<file path="src/hdl/utf8v_pkg.sv">
// Shared types, constants and helper functions of the UTF-8 field validator.
package utf8v_pkg;

  // Default COUNT_MAX; the code point counter saturates one past it.
  localparam int unsigned COUNT_MAX_DEF = 4095;

  // Fixed widths of the stream fields and registers.
  localparam int unsigned BYTE_W  = 8;
  localparam int unsigned LIMIT_W = 12;
  localparam int unsigned GLYPH_W = 13;
  localparam int unsigned POINT_W = 21;
  localparam int unsigned CFG_IDX_W = 2;

  // Configuration register indexes.
  typedef enum logic [CFG_IDX_W-1:0] {
    CFG_BYTE_LIMIT  = 2'd0,
    CFG_POINT_LIMIT = 2'd1,
    CFG_FORBID_PIPE = 2'd2
  } cfg_idx_e;

  // Reset values of the configuration registers.
  localparam logic [LIMIT_W-1:0] BYTE_LIMIT_RST  = 12'd63;
  localparam logic [LIMIT_W-1:0] POINT_LIMIT_RST = 12'd0;
  localparam logic               FORBID_PIPE_RST = 1'b1;

  // Lead byte ranges, special lead bytes and continuation byte bounds.
  localparam logic [BYTE_W-1:0] ASCII_MAX  = 8'h7F;
  localparam logic [BYTE_W-1:0] LEAD2_MIN  = 8'hC2;
  localparam logic [BYTE_W-1:0] LEAD2_MAX  = 8'hDF;
  localparam logic [BYTE_W-1:0] LEAD3_MIN  = 8'hE0;
  localparam logic [BYTE_W-1:0] LEAD3_MAX  = 8'hEF;
  localparam logic [BYTE_W-1:0] LEAD4_MIN  = 8'hF0;
  localparam logic [BYTE_W-1:0] LEAD4_MAX  = 8'hF4;
  localparam logic [BYTE_W-1:0] LEAD_E0    = 8'hE0;
  localparam logic [BYTE_W-1:0] LEAD_ED    = 8'hED;
  localparam logic [BYTE_W-1:0] LEAD_F0    = 8'hF0;
  localparam logic [BYTE_W-1:0] LEAD_F4    = 8'hF4;
  localparam logic [BYTE_W-1:0] CONT_A0    = 8'hA0;
  localparam logic [BYTE_W-1:0] CONT_90    = 8'h90;
  localparam logic [1:0]        CONT_TAG   = 2'b10;

  // Forbidden code points.
  localparam logic [POINT_W-1:0] CP_CTRL_END = 21'h00020;
  localparam logic [POINT_W-1:0] CP_DEL      = 21'h0007F;
  localparam logic [POINT_W-1:0] CP_PIPE     = 21'h0007C;

  // One input item as held in the input register.
  typedef struct packed {
    logic [BYTE_W-1:0] text_byte;
    logic              final_byte;
  } item_t;

  // One result item.
  typedef struct packed {
    logic [GLYPH_W-1:0] glyph_count;
    logic               field_ok;
  } result_t;

  // White space here is Unicode Zs plus U+0085, U+2028, U+2029 and U+FEFF.
  function automatic logic is_space_point(input logic [POINT_W-1:0] cp);
    logic hit;
    hit = (cp == 21'h00020) || (cp == 21'h00085) || (cp == 21'h000A0) ||
          (cp == 21'h01680) || ((cp >= 21'h02000) && (cp <= 21'h0200A)) ||
          (cp == 21'h02028) || (cp == 21'h02029) || (cp == 21'h0202F) ||
          (cp == 21'h0205F) || (cp == 21'h03000) || (cp == 21'h0FEFF);
    return hit;
  endfunction

endpackage

</file>
<file path="src/hdl/utf8v_in_reg.sv">
// Input register stage of the UTF-8 field validator.
module utf8v_in_reg
  import utf8v_pkg::*;
(
  input  logic              clk_i,
  input  logic              rst_ni,
  input  logic              in_valid_i,
  input  logic [BYTE_W-1:0] in_byte_i,
  input  logic              in_last_i,
  output logic              in_ready_o,
  input  logic              take_i,
  output logic              valid_o,
  output item_t             item_o
);

  logic  valid_q, valid_d;
  item_t item_q;
  logic  load;

  // The register takes a request when empty or when its content moves on.
  assign in_ready_o = !valid_q || take_i;
  assign load       = in_valid_i && in_ready_o;

  always_comb begin
    valid_d = valid_q;
    if (load) begin
      valid_d = 1'b1;
    end else if (take_i) begin
      valid_d = 1'b0;
    end
  end

  always_ff @(posedge clk_i or negedge rst_ni) begin
    if (!rst_ni) begin
      valid_q <= 1'b0;
    end else begin
      valid_q <= valid_d;
    end
  end

  // Payload needs no reset.
  always_ff @(posedge clk_i) begin
    if (load) begin
      item_q.text_byte  <= in_byte_i;
      item_q.final_byte <= in_last_i;
    end
  end

  assign valid_o = valid_q;
  assign item_o  = item_q;

  // A request is only moved on when one is held.
  a_take_needs_valid: assert property (@(posedge clk_i) disable iff (!rst_ni)
    take_i |-> valid_q)
    else $error("utf8v_in_reg: take without held request");

endmodule

</file>
<file path="src/hdl/utf8v_check.sv">
// Per-field decode state and strict UTF-8 checking of one byte per cycle while step_i is high.
module utf8v_check
  import utf8v_pkg::*;
#(
  parameter int unsigned COUNT_MAX = COUNT_MAX_DEF
) (
  input  logic               clk_i,
  input  logic               rst_ni,
  input  logic               step_i,
  input  item_t              item_i,
  input  logic [LIMIT_W-1:0] byte_limit_i,
  input  logic [LIMIT_W-1:0] point_limit_i,
  input  logic               forbid_pipe_i,
  output result_t            result_o
);

  localparam int unsigned PCNT_W = $clog2(COUNT_MAX + 2);
  localparam logic [PCNT_W-1:0] PCNT_MAX = PCNT_W'(COUNT_MAX);

  logic                  failed_q, failed_d;
  logic [1:0]            pend_q, pend_d;
  logic [POINT_W-1:0]    part_q, part_d;
  logic [BYTE_W-1:0]     lead_q, lead_d;
  logic                  second_q, second_d;
  logic [LIMIT_W:0]      bcnt_q, bcnt_d;
  logic [PCNT_W-1:0]     pcnt_q, pcnt_d;
  logic                  nonsp_q, nonsp_d;

  logic                  finish;
  logic [POINT_W-1:0]    cp;
  logic                  bad_second;
  logic [BYTE_W-1:0]     b;
  logic [31:0]           pcnt_wide;

  assign b = item_i.text_byte;

  // Range checks on the first continuation byte after special lead bytes.
  assign bad_second = ((lead_q == LEAD_E0) && (b <  CONT_A0)) ||
                      ((lead_q == LEAD_ED) && (b >= CONT_A0)) ||
                      ((lead_q == LEAD_F0) && (b <  CONT_90)) ||
                      ((lead_q == LEAD_F4) && (b >= CONT_90));

  // Next state for the byte in the input register.
  always_comb begin
    failed_d = failed_q;
    pend_d   = pend_q;
    part_d   = part_q;
    lead_d   = lead_q;
    second_d = second_q;
    bcnt_d   = bcnt_q;
    pcnt_d   = pcnt_q;
    nonsp_d  = nonsp_q;
    finish   = 1'b0;
    cp       = '0;

    // Byte count saturates one past the limit.
    if (bcnt_q <= {1'b0, byte_limit_i}) begin
      bcnt_d = bcnt_q + 1'b1;
    end
    if (bcnt_d > {1'b0, byte_limit_i}) begin
      failed_d = 1'b1;
    end

    // Decode unless the field has already failed.
    if (!failed_d) begin
      if (pend_q == 2'd0) begin
        lead_d   = b;
        second_d = 1'b1;
        if (b <= ASCII_MAX) begin
          second_d = 1'b0;
          finish   = 1'b1;
          cp       = POINT_W'(b);
        end else if (b inside {[LEAD2_MIN:LEAD2_MAX]}) begin
          pend_d = 2'd1;
          part_d = POINT_W'(b[4:0]);
        end else if (b inside {[LEAD3_MIN:LEAD3_MAX]}) begin
          pend_d = 2'd2;
          part_d = POINT_W'(b[3:0]);
        end else if (b inside {[LEAD4_MIN:LEAD4_MAX]}) begin
          pend_d = 2'd3;
          part_d = POINT_W'(b[2:0]);
        end else begin
          second_d = 1'b0;
          failed_d = 1'b1;
        end
      end else if (b[7:6] != CONT_TAG) begin
        failed_d = 1'b1;
      end else if (second_q && bad_second) begin
        failed_d = 1'b1;
      end else begin
        second_d = 1'b0;
        part_d   = {part_q[POINT_W-7:0], b[5:0]};
        pend_d   = pend_q - 2'd1;
        if (pend_q == 2'd1) begin
          finish = 1'b1;
          cp     = {part_q[POINT_W-7:0], b[5:0]};
        end
      end
    end

    // A completed code point is screened, counted and classified.
    if (finish) begin
      if ((cp < CP_CTRL_END) || (cp == CP_DEL) || (forbid_pipe_i && (cp == CP_PIPE))) begin
        failed_d = 1'b1;
      end else begin
        if (pcnt_q <= PCNT_MAX) begin
          pcnt_d = pcnt_q + 1'b1;
        end
        if ((point_limit_i != '0) && (32'(pcnt_d) > 32'(point_limit_i))) begin
          failed_d = 1'b1;
        end else if (!is_space_point(cp)) begin
          nonsp_d = 1'b1;
        end
      end
    end

    // A failed field stops decoding.
    if (failed_d) begin
      pend_d   = 2'd0;
      second_d = 1'b0;
    end
  end

  // Result of the field, taken when the final byte steps.
  assign pcnt_wide            = 32'(pcnt_d);
  assign result_o.field_ok    = !failed_d && (pend_d == 2'd0) && nonsp_d;
  assign result_o.glyph_count = pcnt_wide[GLYPH_W-1:0];

  // Field state, cleared again after each final byte.
  always_ff @(posedge clk_i or negedge rst_ni) begin
    if (!rst_ni) begin
      failed_q <= 1'b0;
      pend_q   <= 2'd0;
      part_q   <= '0;
      lead_q   <= '0;
      second_q <= 1'b0;
      bcnt_q   <= '0;
      pcnt_q   <= '0;
      nonsp_q  <= 1'b0;
    end else if (step_i) begin
      if (item_i.final_byte) begin
        failed_q <= 1'b0;
        pend_q   <= 2'd0;
        part_q   <= '0;
        lead_q   <= '0;
        second_q <= 1'b0;
        bcnt_q   <= '0;
        pcnt_q   <= '0;
        nonsp_q  <= 1'b0;
      end else begin
        failed_q <= failed_d;
        pend_q   <= pend_d;
        part_q   <= part_d;
        lead_q   <= lead_d;
        second_q <= second_d;
        bcnt_q   <= bcnt_d;
        pcnt_q   <= pcnt_d;
        nonsp_q  <= nonsp_d;
      end
    end
  end

  // A failed field holds no sequence in progress.
  a_fail_clears_seq: assert property (@(posedge clk_i) disable iff (!rst_ni)
    failed_q |-> (pend_q == 2'd0) && !second_q)
    else $error("utf8v_check: sequence state left after failure");

  // The first-continuation flag only stands while continuation bytes are due.
  a_second_in_seq: assert property (@(posedge clk_i) disable iff (!rst_ni)
    second_q |-> (pend_q != 2'd0))
    else $error("utf8v_check: first-continuation flag outside a sequence");

  // The code point counter never passes its saturation value.
  a_pcnt_sat: assert property (@(posedge clk_i) disable iff (!rst_ni)
    32'(pcnt_q) <= (COUNT_MAX + 1))
    else $error("utf8v_check: code point counter beyond saturation");

endmodule

</file>
<file path="src/hdl/utf8_field_validator.sv">
// Top level of the UTF-8 field validator: configuration, stages and result register.
// The result of a final byte is registered once it leaves the input register.
// One byte per cycle unless a final byte waits; field state updates as each byte moves on.
// The input register keeps taking bytes while a result waits, until a final byte reaches it.
// Reset clears the stage valids and field state, and loads the register defaults.
module utf8_field_validator
  import utf8v_pkg::*;
#(
  parameter int unsigned COUNT_MAX = COUNT_MAX_DEF
) (
  input  logic                 clk_i,
  input  logic                 rst_ni,
  // Input stream: tdata holds text_byte; tlast is final_byte.
  input  logic                 s_axis_tvalid,
  output logic                 s_axis_tready,
  input  logic [7:0]           s_axis_tdata,   // [7:0] text_byte
  input  logic                 s_axis_tlast,
  // Result stream.
  output logic                 m_axis_tvalid,
  input  logic                 m_axis_tready,
  output logic [15:0]          m_axis_tdata,   // [0] field_ok, [13:1] glyph_count, [15:14] zero
  // Configuration write port.
  input  logic                 cfg_we_i,
  input  logic [CFG_IDX_W-1:0] cfg_idx_i,
  input  logic [LIMIT_W-1:0]   cfg_wdata_i
);

  logic [LIMIT_W-1:0] byte_limit_q;
  logic [LIMIT_W-1:0] point_limit_q;
  logic               forbid_pipe_q;

  logic    in_valid;
  item_t   item;
  logic    step;
  result_t result;
  logic    out_valid_q, out_valid_d;
  result_t out_q;
  logic    push;

  // Configuration registers.
  always_ff @(posedge clk_i or negedge rst_ni) begin
    if (!rst_ni) begin
      byte_limit_q  <= BYTE_LIMIT_RST;
      point_limit_q <= POINT_LIMIT_RST;
      forbid_pipe_q <= FORBID_PIPE_RST;
    end else if (cfg_we_i) begin
      case (cfg_idx_i)
        CFG_BYTE_LIMIT:  byte_limit_q  <= cfg_wdata_i;
        CFG_POINT_LIMIT: point_limit_q <= cfg_wdata_i;
        CFG_FORBID_PIPE: forbid_pipe_q <= cfg_wdata_i[0];
        default: ;
      endcase
    end
  end

  // A byte moves on unless it is final and the result register is blocked.
  assign step = in_valid && (!item.final_byte || !out_valid_q || m_axis_tready);
  assign push = step && item.final_byte;

  utf8v_in_reg u_in_reg (
    .clk_i      (clk_i),
    .rst_ni     (rst_ni),
    .in_valid_i (s_axis_tvalid),
    .in_byte_i  (s_axis_tdata),
    .in_last_i  (s_axis_tlast),
    .in_ready_o (s_axis_tready),
    .take_i     (step),
    .valid_o    (in_valid),
    .item_o     (item)
  );

  utf8v_check #(
    .COUNT_MAX (COUNT_MAX)
  ) u_check (
    .clk_i         (clk_i),
    .rst_ni        (rst_ni),
    .step_i        (step),
    .item_i        (item),
    .byte_limit_i  (byte_limit_q),
    .point_limit_i (point_limit_q),
    .forbid_pipe_i (forbid_pipe_q),
    .result_o      (result)
  );

  // Result register.
  always_comb begin
    out_valid_d = out_valid_q;
    if (push) begin
      out_valid_d = 1'b1;
    end else if (m_axis_tready) begin
      out_valid_d = 1'b0;
    end
  end

  always_ff @(posedge clk_i or negedge rst_ni) begin
    if (!rst_ni) begin
      out_valid_q <= 1'b0;
    end else begin
      out_valid_q <= out_valid_d;
    end
  end

  always_ff @(posedge clk_i) begin
    if (push) begin
      out_q <= result;
    end
  end

  assign m_axis_tvalid = out_valid_q;
  assign m_axis_tdata  = {2'b00, out_q.glyph_count, out_q.field_ok};

  // A final byte that moves on always leaves a result behind.
  a_push_gives_result: assert property (@(posedge clk_i) disable iff (!rst_ni)
    push |=> m_axis_tvalid)
    else $error("utf8_field_validator: final byte produced no result");

endmodule

</file>
<file path="config.mk">
export PLATFORM = sky130hd
export DESIGN_NAME = utf8_field_validator
export DESIGN_NICKNAME = d
export VERILOG_FILES = /design/src/hdl/utf8v_pkg.sv /design/src/hdl/utf8v_in_reg.sv /design/src/hdl/utf8v_check.sv /design/src/hdl/utf8_field_validator.sv
export SDC_FILE = /design/constraint.sdc
export NUM_CORES = 1
export LEC_CHECK = 0
export ABC_AREA = 1
export BUFFER_PORTS_ARGS = -buffer_cell sky130_fd_sc_hd__buf_2
export CORE_MARGIN = 2
export CORE_UTILIZATION = 49
export DETAILED_ROUTE_END_ITERATION = 6
export PLACE_DENSITY = 0.67
export SKIP_CTS_REPAIR_TIMING = 1
export SLEW_MARGIN = 20
export SYNTH_ARGS = -nofsm -noshare
export SYNTH_HDL_FRONTEND = slang
export SYNTH_SLANG_ARGS = --single-unit
</file>
<file path="constraint.sdc">
create_clock -name clk_i -period 7.9 [get_ports clk_i]
set_input_delay 0.79 -clock clk_i [delete_from_list [all_inputs] [get_ports clk_i]]
set_output_delay 0.79 -clock clk_i [all_outputs]
set_load 0.005 [all_outputs]
</file>
Yosys cells after proc, flatten, opt, wreduce, memory -nomap -nowiden. Index checks and enable logic that the tools add are counted.

Register bits: 104. Input port bits: 28. Output and inout port bits: 18.

Add/sub/neg operators: 3. $lt $le $gt $ge: 18. Eq/ne operators: 28. Muxes and demuxes: 74. Reductions and logical operators: 51.

Operators by type and width (count): 15-bit two-way mux (9); 21-bit by 14-bit equality test with 1-bit output (second input constant) (5); 21-bit two-way mux (5); 13-bit two-way mux (8); 21-bit by 7-bit equality test with 1-bit output (second input constant) (2); 21-bit by 8-bit equality test with 1-bit output (second input constant) (2); 8-bit >= comparator (second input constant) (5); 1-bit two-way mux (38); 8-bit equality test (second input constant) (4); 8-bit two-way mux (4); 13-bit by 1-bit adder with 13-bit output (second input constant) (2); 13-bit by 12-bit > comparator with 1-bit output (2); 8-bit <= comparator (second input constant) (3); 21-bit by 13-bit equality test with 1-bit output (second input constant) (1); 21-bit by 16-bit equality test with 1-bit output (second input constant) (1); 21-bit by 6-bit equality test with 1-bit output (second input constant) (1); 21-bit by 14-bit >= comparator with 1-bit output (second input constant) (1); 21-bit by 14-bit <= comparator with 1-bit output (second input constant) (1); 21-bit by 6-bit < comparator with 1-bit output (second input constant) (1); 2-bit two-way mux (10); 1-bit logical OR (18); 1-bit logical AND (16); 8-bit < comparator (second input constant) (2); 13-bit by 12-bit <= comparator with 1-bit output (1); 18 further kinds (32).

Depth between registers and ports, before layout. Gate-level depths: netlist (run 1).

Depth after elaboration: 26. Mapped depth: 39. Mapped depth without buffers: 39.

Cells and area by module. Synthesis (run 1) repeated with hierarchy kept, for this count alone.

Cells, all modules: 916. Area, all modules: 6952.9 um2.

Modules (own cells, without submodules): utf8v_check (instances 1, cells an instance 762, area each 5088.6 um2, seq. area each 1351.3 um2); utf8_field_validator (instances 1, cells an instance 139, area each 1549.0 um2, seq. area each 1079.8 um2); utf8v_in_reg (instances 1, cells an instance 15, area each 315.3 um2, seq. area each 295.3 um2).

Worst setup path before layout (run 1). Ideal clock, no wire load.

Path type: flip-flop to flip-flop. From: register byte_limit_q[4]. To: register out_q (netlist bit m_axis_tdata[8]), data pin. Setup time: 0.254 ns. Data arrival time: 4.129 ns. Data required time: 7.646 ns. Slack: 3.518 ns. Cell stages (with the launch flop): 32. Path buffers: 1. Period minus slack after synthesis: 4.382 ns. Path through: dfstp_2 inv_1 ha_1 nand2_1 inv_1 nand2_1 nand3_1 nand2_1 nand2_2 nand2_4 nand4_1 nor2_1 nand2_1 nor3_1 and3_1 xor2_1 inv_1 ha_1 nand2_1 nor4_1 nand2_1 nand2_2 nand2_4 nor2_2 nand2_1 nor3_2 nand3_2 nand2_4 buf_12 nand2_2 o21ai_2 inv_1.

RTL lines: from (decl) (RTL line utf8_field_validator.sv:28) `logic [LIMIT_W-1:0] byte_limit_q;`; from (signal assigned) (RTL line utf8_field_validator.sv:48) `CFG_BYTE_LIMIT: byte_limit_q <= cfg_wdata_i;`; to (signal assigned) (RTL line utf8_field_validator.sv:105) `out_q <= result;`; to (decl) (RTL line utf8_field_validator.sv:37) `result_t out_q;`.

==> out/metrics.csv, run 1 <==
metric;value;unit
PwrDens;216.9;nW/um^2
r2r endpoint;m_axis_tdata[1]$_DFFE_PP_;
Most used DFF post-synth;dfrtp_1;
1st-pass router iterations;7;
area of placed instances;7237;sq um
Pint;0.001034;W
# IOs;46;
register share of total power;0.421;
antenna violations before repair;0;
hpwl dp;12620;um
sw power;0.0006013;W
met2 GRT Util;0.3615;
Place WS;2.827;ns
Buf/Inv on CP;3;
total CTS buffers;9;
fraction of layout cells with a size suffix above 1;0.1220;
Via density;5.272;
Clock Path Buffers;2;
Setup WS post-layout;2.820;ns
clk_skew;0.01101;ns
area grow syn2layout;9.287;%
Finished Layout Cells;1131;
RD Place Congestion;0.9780;
RSZ-0062 raised after global routing;no;
fin crit share;0.6430;
crit path kind;flop to flop;
gr busiest metal;met2;
Core Region;13830;sq um
most common cell after layout, fill and taps aside;nand2_1;
Max Cap Viol;0;
Crit path largest cell delay;0.53;ns
Final TNS setup;0;ns
Antenna diodes;0;
total number of vias;5963;
Final Max Tran Viols;0;
Antenna Nets Post-Route;0;
min cycle time layout;5.080;ns
GRT met3 Usage;0.04507;
worst slew pin tran;0.9049;ns
CTS tree;built;
r2r setup slk;2.82;ns
Placed Instances;1115;
DR iter-0 viols;456;
fmax;0.1969;GHz
total wire length;16480;um
most frequent cells in the layout;209 x nand2_1, 168 x inv_1, 83 x nor2_1;
Multi-input gate area;3405;sq um
total track usage;0.2330;
number of I/O port buffers;43;
number of global-route vias before repair;5538;
slowest stage cell, crit path;dfstp_2;
Critical R2R Launch;byte_limit_q[4]$_DFFE_PN1P_;
nets;1014;
Die Area;15040;sq um
fillers;1339;
switching fraction of total power;0.3678;
Critical Path Sink Type;flop;
Reg clk slew, reported paths;0.07;ns
CTS sink cnt;104;
Post-Syn Instances;911;
Avg Inst Size Synth;7.572;sq um
HP Class;primary input to asynchronous set/reset pin;
EDFF count, synth;23;
Yosys cell types;47;
sequential area share after synthesis;0.3952;
met1 GRT Util;0.3221;
crit-path max FO;25;
CP top delay family;simple AND/OR/NAND/NOR gates;
Comb pwr share;0.304;
final instance area;7538;sq um
Clock Power Share;0.275;
die height;122.6;um
row count;43;
smallest hold slack;0.3320;ns
asr flop ratio synth;0.7788;
CP startpoint kind;flop;
Slew headroom;0.3960;
global-route congestion overflow total;0;
most used cell, CP;nand2_1;
Worst R2R Path Depth;28;
Yosys warnings;0;
pin count of the biggest net entering global routing;58;
arrival time at the worst endpoint;5.20;ns
final hold vios;0;
data required time of the critical path;8.02;ns
Setup Viol. Count Final;0;
Die X;122.6;um
Clock Latency Late Sink;0.36;ns
Leak;3.821;nW
flop and latch count out of synthesis;104;
DRC viols;0;
root buffer cell;clkbuf_16;
drt wl/cell;14.57;um
flip-flop and latch area;2726;sq um
outcome;completed;
# H-tree levels;3;
Starting Density;0.4989;
Peak supply drop;0.0001556;V
Synth Cell Area;6898;sq um
first-pass GRT wire length;27120;um
sequential cells by signal, summed over array words and instances (netlist names), 2 cells and up:
signal           flops
u_check.part_q      15
m_axis_tdata        14
u_check.bcnt_q      13
u_check.pcnt_q      13
byte_limit_q        12
point_limit_q       12
u_in_reg.item_o      9
u_check.lead_q       8
u_check.pend_q       2
how the worst max path moves through the flow:
stage                                           start                            end  depth (start not counted)
after floorplan           byte_limit_q[4]$_DFFE_PN1P_      m_axis_tdata[8]$_DFFE_PP_                         31
final                     byte_limit_q[4]$_DFFE_PN1P_      m_axis_tdata[1]$_DFFE_PP_                         28
after global placement    byte_limit_q[5]$_DFFE_PN1P_      m_axis_tdata[4]$_DFFE_PP_                         25
after detailed placement  byte_limit_q[4]$_DFFE_PN1P_      m_axis_tdata[4]$_DFFE_PP_                         28
after CTS                 byte_limit_q[4]$_DFFE_PN1P_      m_axis_tdata[4]$_DFFE_PP_                         28
after global routing      byte_limit_q[4]$_DFFE_PN1P_  u_check.part_q[3]$_DFFE_PN0P_                         27
layer usage:
metal  wire length, um  share of wire
met1              7817           0.47
met2              7314           0.44
met3               892          0.054
met4               456          0.028
met5                 0              0
final cells by class:
cell class | count | share of cell area
multi-input combinational | 614 | 0.4516
sequential | 104 | 0.3617
inverter | 172 | 0.08598
clock buffer | 10 | 0.03170
timing repair buffer | 45 | 0.03087
tap | 180 | 0.02988
clock inverter | 6 | 0.008299
kinds of logic (layout without fill, tap and decap cells):
| kind of cell | count (synthesis) | after routing | synth area share |
|---|---|---|---|
| and+or+nand+nor | 399 | 399 | 0.2578 |
| other | 1 | 2 | 0.0005436 |
| xor gates and xnor gates | 21 | 21 | 0.02666 |
| adders and majority gates | 40 | 40 | 0.07256 |
| buffers and inverters | 194 | 233 | 0.1126 |
| DFF | 104 | 104 | 0.3952 |
| AOI/OAI and AO/OA | 152 | 152 | 0.1346 |
per-stage QoR:
step | total power, W | util
2_1_floorplan | 0.001070 | -
3_3_place_gp | 0.001188 | 0.5234
3_5_place_dp | 0.001196 | 0.5234
4_1_cts | 0.001648 | 0.5452
5_1_grt | 0.001757 | 0.5452
6_report | 0.001635 | 0.5452
synthesized netlist by cell type, types with 3 or more instances:
library cell	instances	area (sq um)
nand2_1	209	784.5
dfstp_2	7	183.9
o211ai_1	4	30.03
nand2_2	11	68.82
nor2_1	83	311.6
clkbuf_1	15	56.30
ha_1	40	500.5
edfxtp_1	23	690.7
o21ai_1	3	15.01
nand2_4	4	45.04
o22ai_2	4	50.05
xor2_1	21	183.9
buf_4	3	22.52
o21a_1	3	22.52
o31ai_1	8	60.06
nand3_1	41	205.2
o21ai_0	66	330.3
o21ai_2	13	113.9
nor3_1	9	45.04
nand4_1	22	137.6
nor2_2	3	18.77
dfrtp_1	74	1852
a21oi_1	25	125.1
o22ai_1	18	112.6
inv_1	168	630.6
nor4_1	6	37.54
worst reg2reg max path: cells and delay by family, from the launching register on:
kind            cells  cell delay, ns
simple gates       19            2.62
compound gates      3            0.75
fa+ha+maj           2            0.57
flops               1            0.53
xor+xnor            1            0.19
buf+inv             3            0.17
power groups by stage:
| stage | clock, W | sequential [W] | combinational, W |
|---|---|---|---|
| 6_report | 0.000449 | 0.000688 | 0.000498 |
| 5_1_grt | 0.000484 | 0.000699 | 0.000574 |
| 4_1_cts | 0.000460 | 0.000688 | 0.000500 |
| 3_5_place_dp | 0 | 0.000698 | 0.000498 |
| 3_3_place_gp | 0 | 0.000698 | 0.000490 |
| 2_1_floorplan | 0 | 0.000682 | 0.000388 |
No activity file was read; power rests on OpenSTA's default activity.
==> inputs of run 2 (changes only) <==
- PLACE_DENSITY: 0.67 -> 0.69
- clock period: 7.9 -> 4.35 ns (I/O delays scaled with it)
==> run 2 against run 1 <==
Against the previous run: the run now ends with negative hold slack, negative setup slack left; cell area is 20% higher; via count is 9.1% higher; global-route usage increased by 1.1 points; register-to-register slack lost 3.1 ns; utilization rose by 11 points; clock power rose by 96%; routed wire length up 15%; critical path depth is 3 higher; sequential power increased by 82%; sequential share of layout area decreased by 6.0 points; cell count grew 8.4%; largest cell class unchanged.
==> out/metrics.csv, run 2 (same netlist as run 1, synthesis figures left out) <==
metric;value;unit;change
number of flip-flops in the largest register;15;;unchanged
global-route congestion overflow total;0;;unchanged
total wire length;18870;um;was 16,480 um
crit path kind;flop to flop;;unchanged
Multi-input gate area;4008;sq um;was 3405 sq um
min cycle time layout;4.636;ns;was 5.080 ns
1st-pass router iterations;6;;was 7
Final Max Tran Viols;0;;unchanged
# H-tree levels;3;;unchanged
met1 GRT Util;0.3292;;was 0.3221
first-pass GRT wire length;28680;um;was 27,120 um
PwrDens;388.9;nW/um^2;was 216.9 nW/um^2
DR iter-0 viols;560;;was 456
Core Region;13830;sq um;unchanged
Max Cap Viol;0;;unchanged
Die X;122.6;um;unchanged
failing checks;negative hold slack, negative setup slack;;
most frequent cells in the layout;188 x nand2_1, 154 x inv_1, 75 x nor2_1;;was 209 x nand2_1, 168 x inv_1, 83 x nor2_1
fin crit share;1.066;;was 0.6430
gr busiest metal;met2;;unchanged
Starting Density;0.4989;;unchanged
Reg clk slew, reported paths;0.07;ns;about the same
most used cell, CP;nand2_1;;unchanged
number of global-route vias before repair;6028;;was 5,538
nets;1109;;was 1,014
# IOs;46;;unchanged
row count;43;;unchanged
Crit path largest cell delay;0.54;ns;was 0.53 ns
crit-path max FO;8;;was 25
hpwl dp;13240;um;was 12,620 um
Peak supply drop;0.0003098;V;was 0.0001556 V
total number of vias;6504;;was 5,963
drt wl/cell;15.39;um;was 14.57 um
Slew headroom;0.3662;;was 0.3960
fraction of layout cells with a size suffix above 1;0.2849;;was 0.1220
pin count of the biggest net entering global routing;59;;was 58
final core utilization;0.6540;;was 0.5452
slowest stage cell, crit path;dfstp_2;;unchanged
met2 GRT Util;0.4017;;was 0.3615
flip-flop and latch area;2726;sq um;unchanged
CTS tree;built;;unchanged
total CTS buffers;9;;unchanged
RSZ-0062 raised after global routing;yes;;was no
Clock Latency Late Sink;0.36;ns;about the same
final hold vios;23;;was 0
number of I/O port buffers;43;;unchanged
Antenna Nets Post-Route;0;;unchanged
Critical Path Sink Type;flop;;unchanged
data required time of the critical path;4.46;ns;was 8.02 ns
arrival time at the worst endpoint;4.74;ns;was 5.20 ns
smallest hold slack;-0.01898;ns;was 0.3320 ns
CP startpoint kind;flop;;unchanged
GRT met3 Usage;0.04229;;was 0.04507
fillers;1123;;was 1,339
HP Class;primary input to asynchronous set/reset pin;;unchanged
DRC viols;0;;unchanged
Clock Path Buffers;2;;unchanged
Place WS;-0.3481;ns;was 2.827 ns
Design Power;0.003516;W;was 0.001635 W
fmax;0.2157;GHz;was 0.1969 GHz
CTS sink cnt;104;;unchanged
area grow syn2layout;31.09;%;was 9.287%
antenna violations before repair;0;;unchanged
root buffer cell;clkbuf_16;;unchanged
Die Area;15040;sq um;unchanged
worst slew pin tran;0.9496;ns;was 0.9049 ns
Largest Register;u_check.part_q;;unchanged
RD Place Congestion;0.9603;;was 0.9780
die height;122.6;um;unchanged
Setup WS post-layout;-0.2859;ns;was 2.820 ns
Setup Viol. Count Final;43;;was 0
total track usage;0.2442;;was 0.2330
Antenna diodes;0;;unchanged
most common cell after layout, fill and taps aside;nand2_1;;unchanged
outcome;finished with violations;;was completed
Leak;4.404;nW;was 3.821 nW
Via density;5.305;;was 5.272
clk_skew;0.01371;ns;was 0.01101 ns
-- run 2: cell type report --
class | count | share of cell area
clock buffer | 10 | 0.02532
clock inverter | 6 | 0.01024
inverter | 172 | 0.07209
multi-input combinational | 615 | 0.4432
sequential | 104 | 0.3015
tap | 180 | 0.02491
timing repair buffer | 138 | 0.1219
timing repair inverter | 1 | 0.0008302
-- run 2: per-layer routing --
metal / wire length [um] / vias up
met5: 0 / -
met4: 388 / 0
met3: 892 / 36
met2: 9179 / 188
met1: 8409 / 3077
li1: - / 3203
-- run 2: per-stage QoR --
stage	cell area [sq um]	TNS, ns	hold WS (ns)	instances
after floorplan	6907	0	0.1394	912
after global routing	9042	-22.48	0.003335	1226
after global placement	7765	-5.105	0.3673	1183
after CTS	8087	-8.951	-0.01064	1199
final	9042	-6.406	-0.01898	1226
after detailed placement	7765	-8.095	0.3704	1183
-- run 2: power breakdown --
| part | switching, W | internal [W] | leakage (nW) | total (W) |
|---|---|---|---|---|
| clock | 0.000372 | 0.000509 | 0.155 | 0.000881 |
| combinational | 0.000791 | 0.000591 | 2.97 | 0.00138 |
| sequential | 0.000103 | 0.00115 | 1.28 | 0.00125 |
-- run 2: worst max-delay path: cells and delay by family (launching register included) --
| family | cells | cell delay [ns] |
|---|---|---|
| DFF | 1 | 0.54 |
| buffers and inverters | 8 | 0.86 |
| and+or+nand+nor | 16 | 1.50 |
| AOI/OAI and AO/OA | 4 | 0.68 |
| xor gates and xnor gates | 1 | 0.21 |
| adders and majority gates | 2 | 0.58 |
-- run 2: worst paths after layout --
kind	end	slack, ns	start	cells past startpoint
worst max-delay path	m_axis_tdata[5]$_DFFE_PP_	-0.29	byte_limit_q[5]$_DFFE_PN1P_	31
worst min-delay path	u_check.pcnt_q[6]$_DFFE_PN0P_	-0.02	rst_ni	1
worst max register to register	m_axis_tdata[5]$_DFFE_PP_	-0.29	byte_limit_q[5]$_DFFE_PN1P_	31
worst min register to register	u_check.part_q[13]$_DFFE_PN0P_	0.49	u_check.part_q[13]$_DFFE_PN0P_	2
max in group asynchronous	u_check.lead_q[5]$_DFFE_PN0P_	3.29	rst_ni	2
min in group clk_i	u_in_reg.item_o[0]$_DFFE_PP_	0.25	s_axis_tlast	1
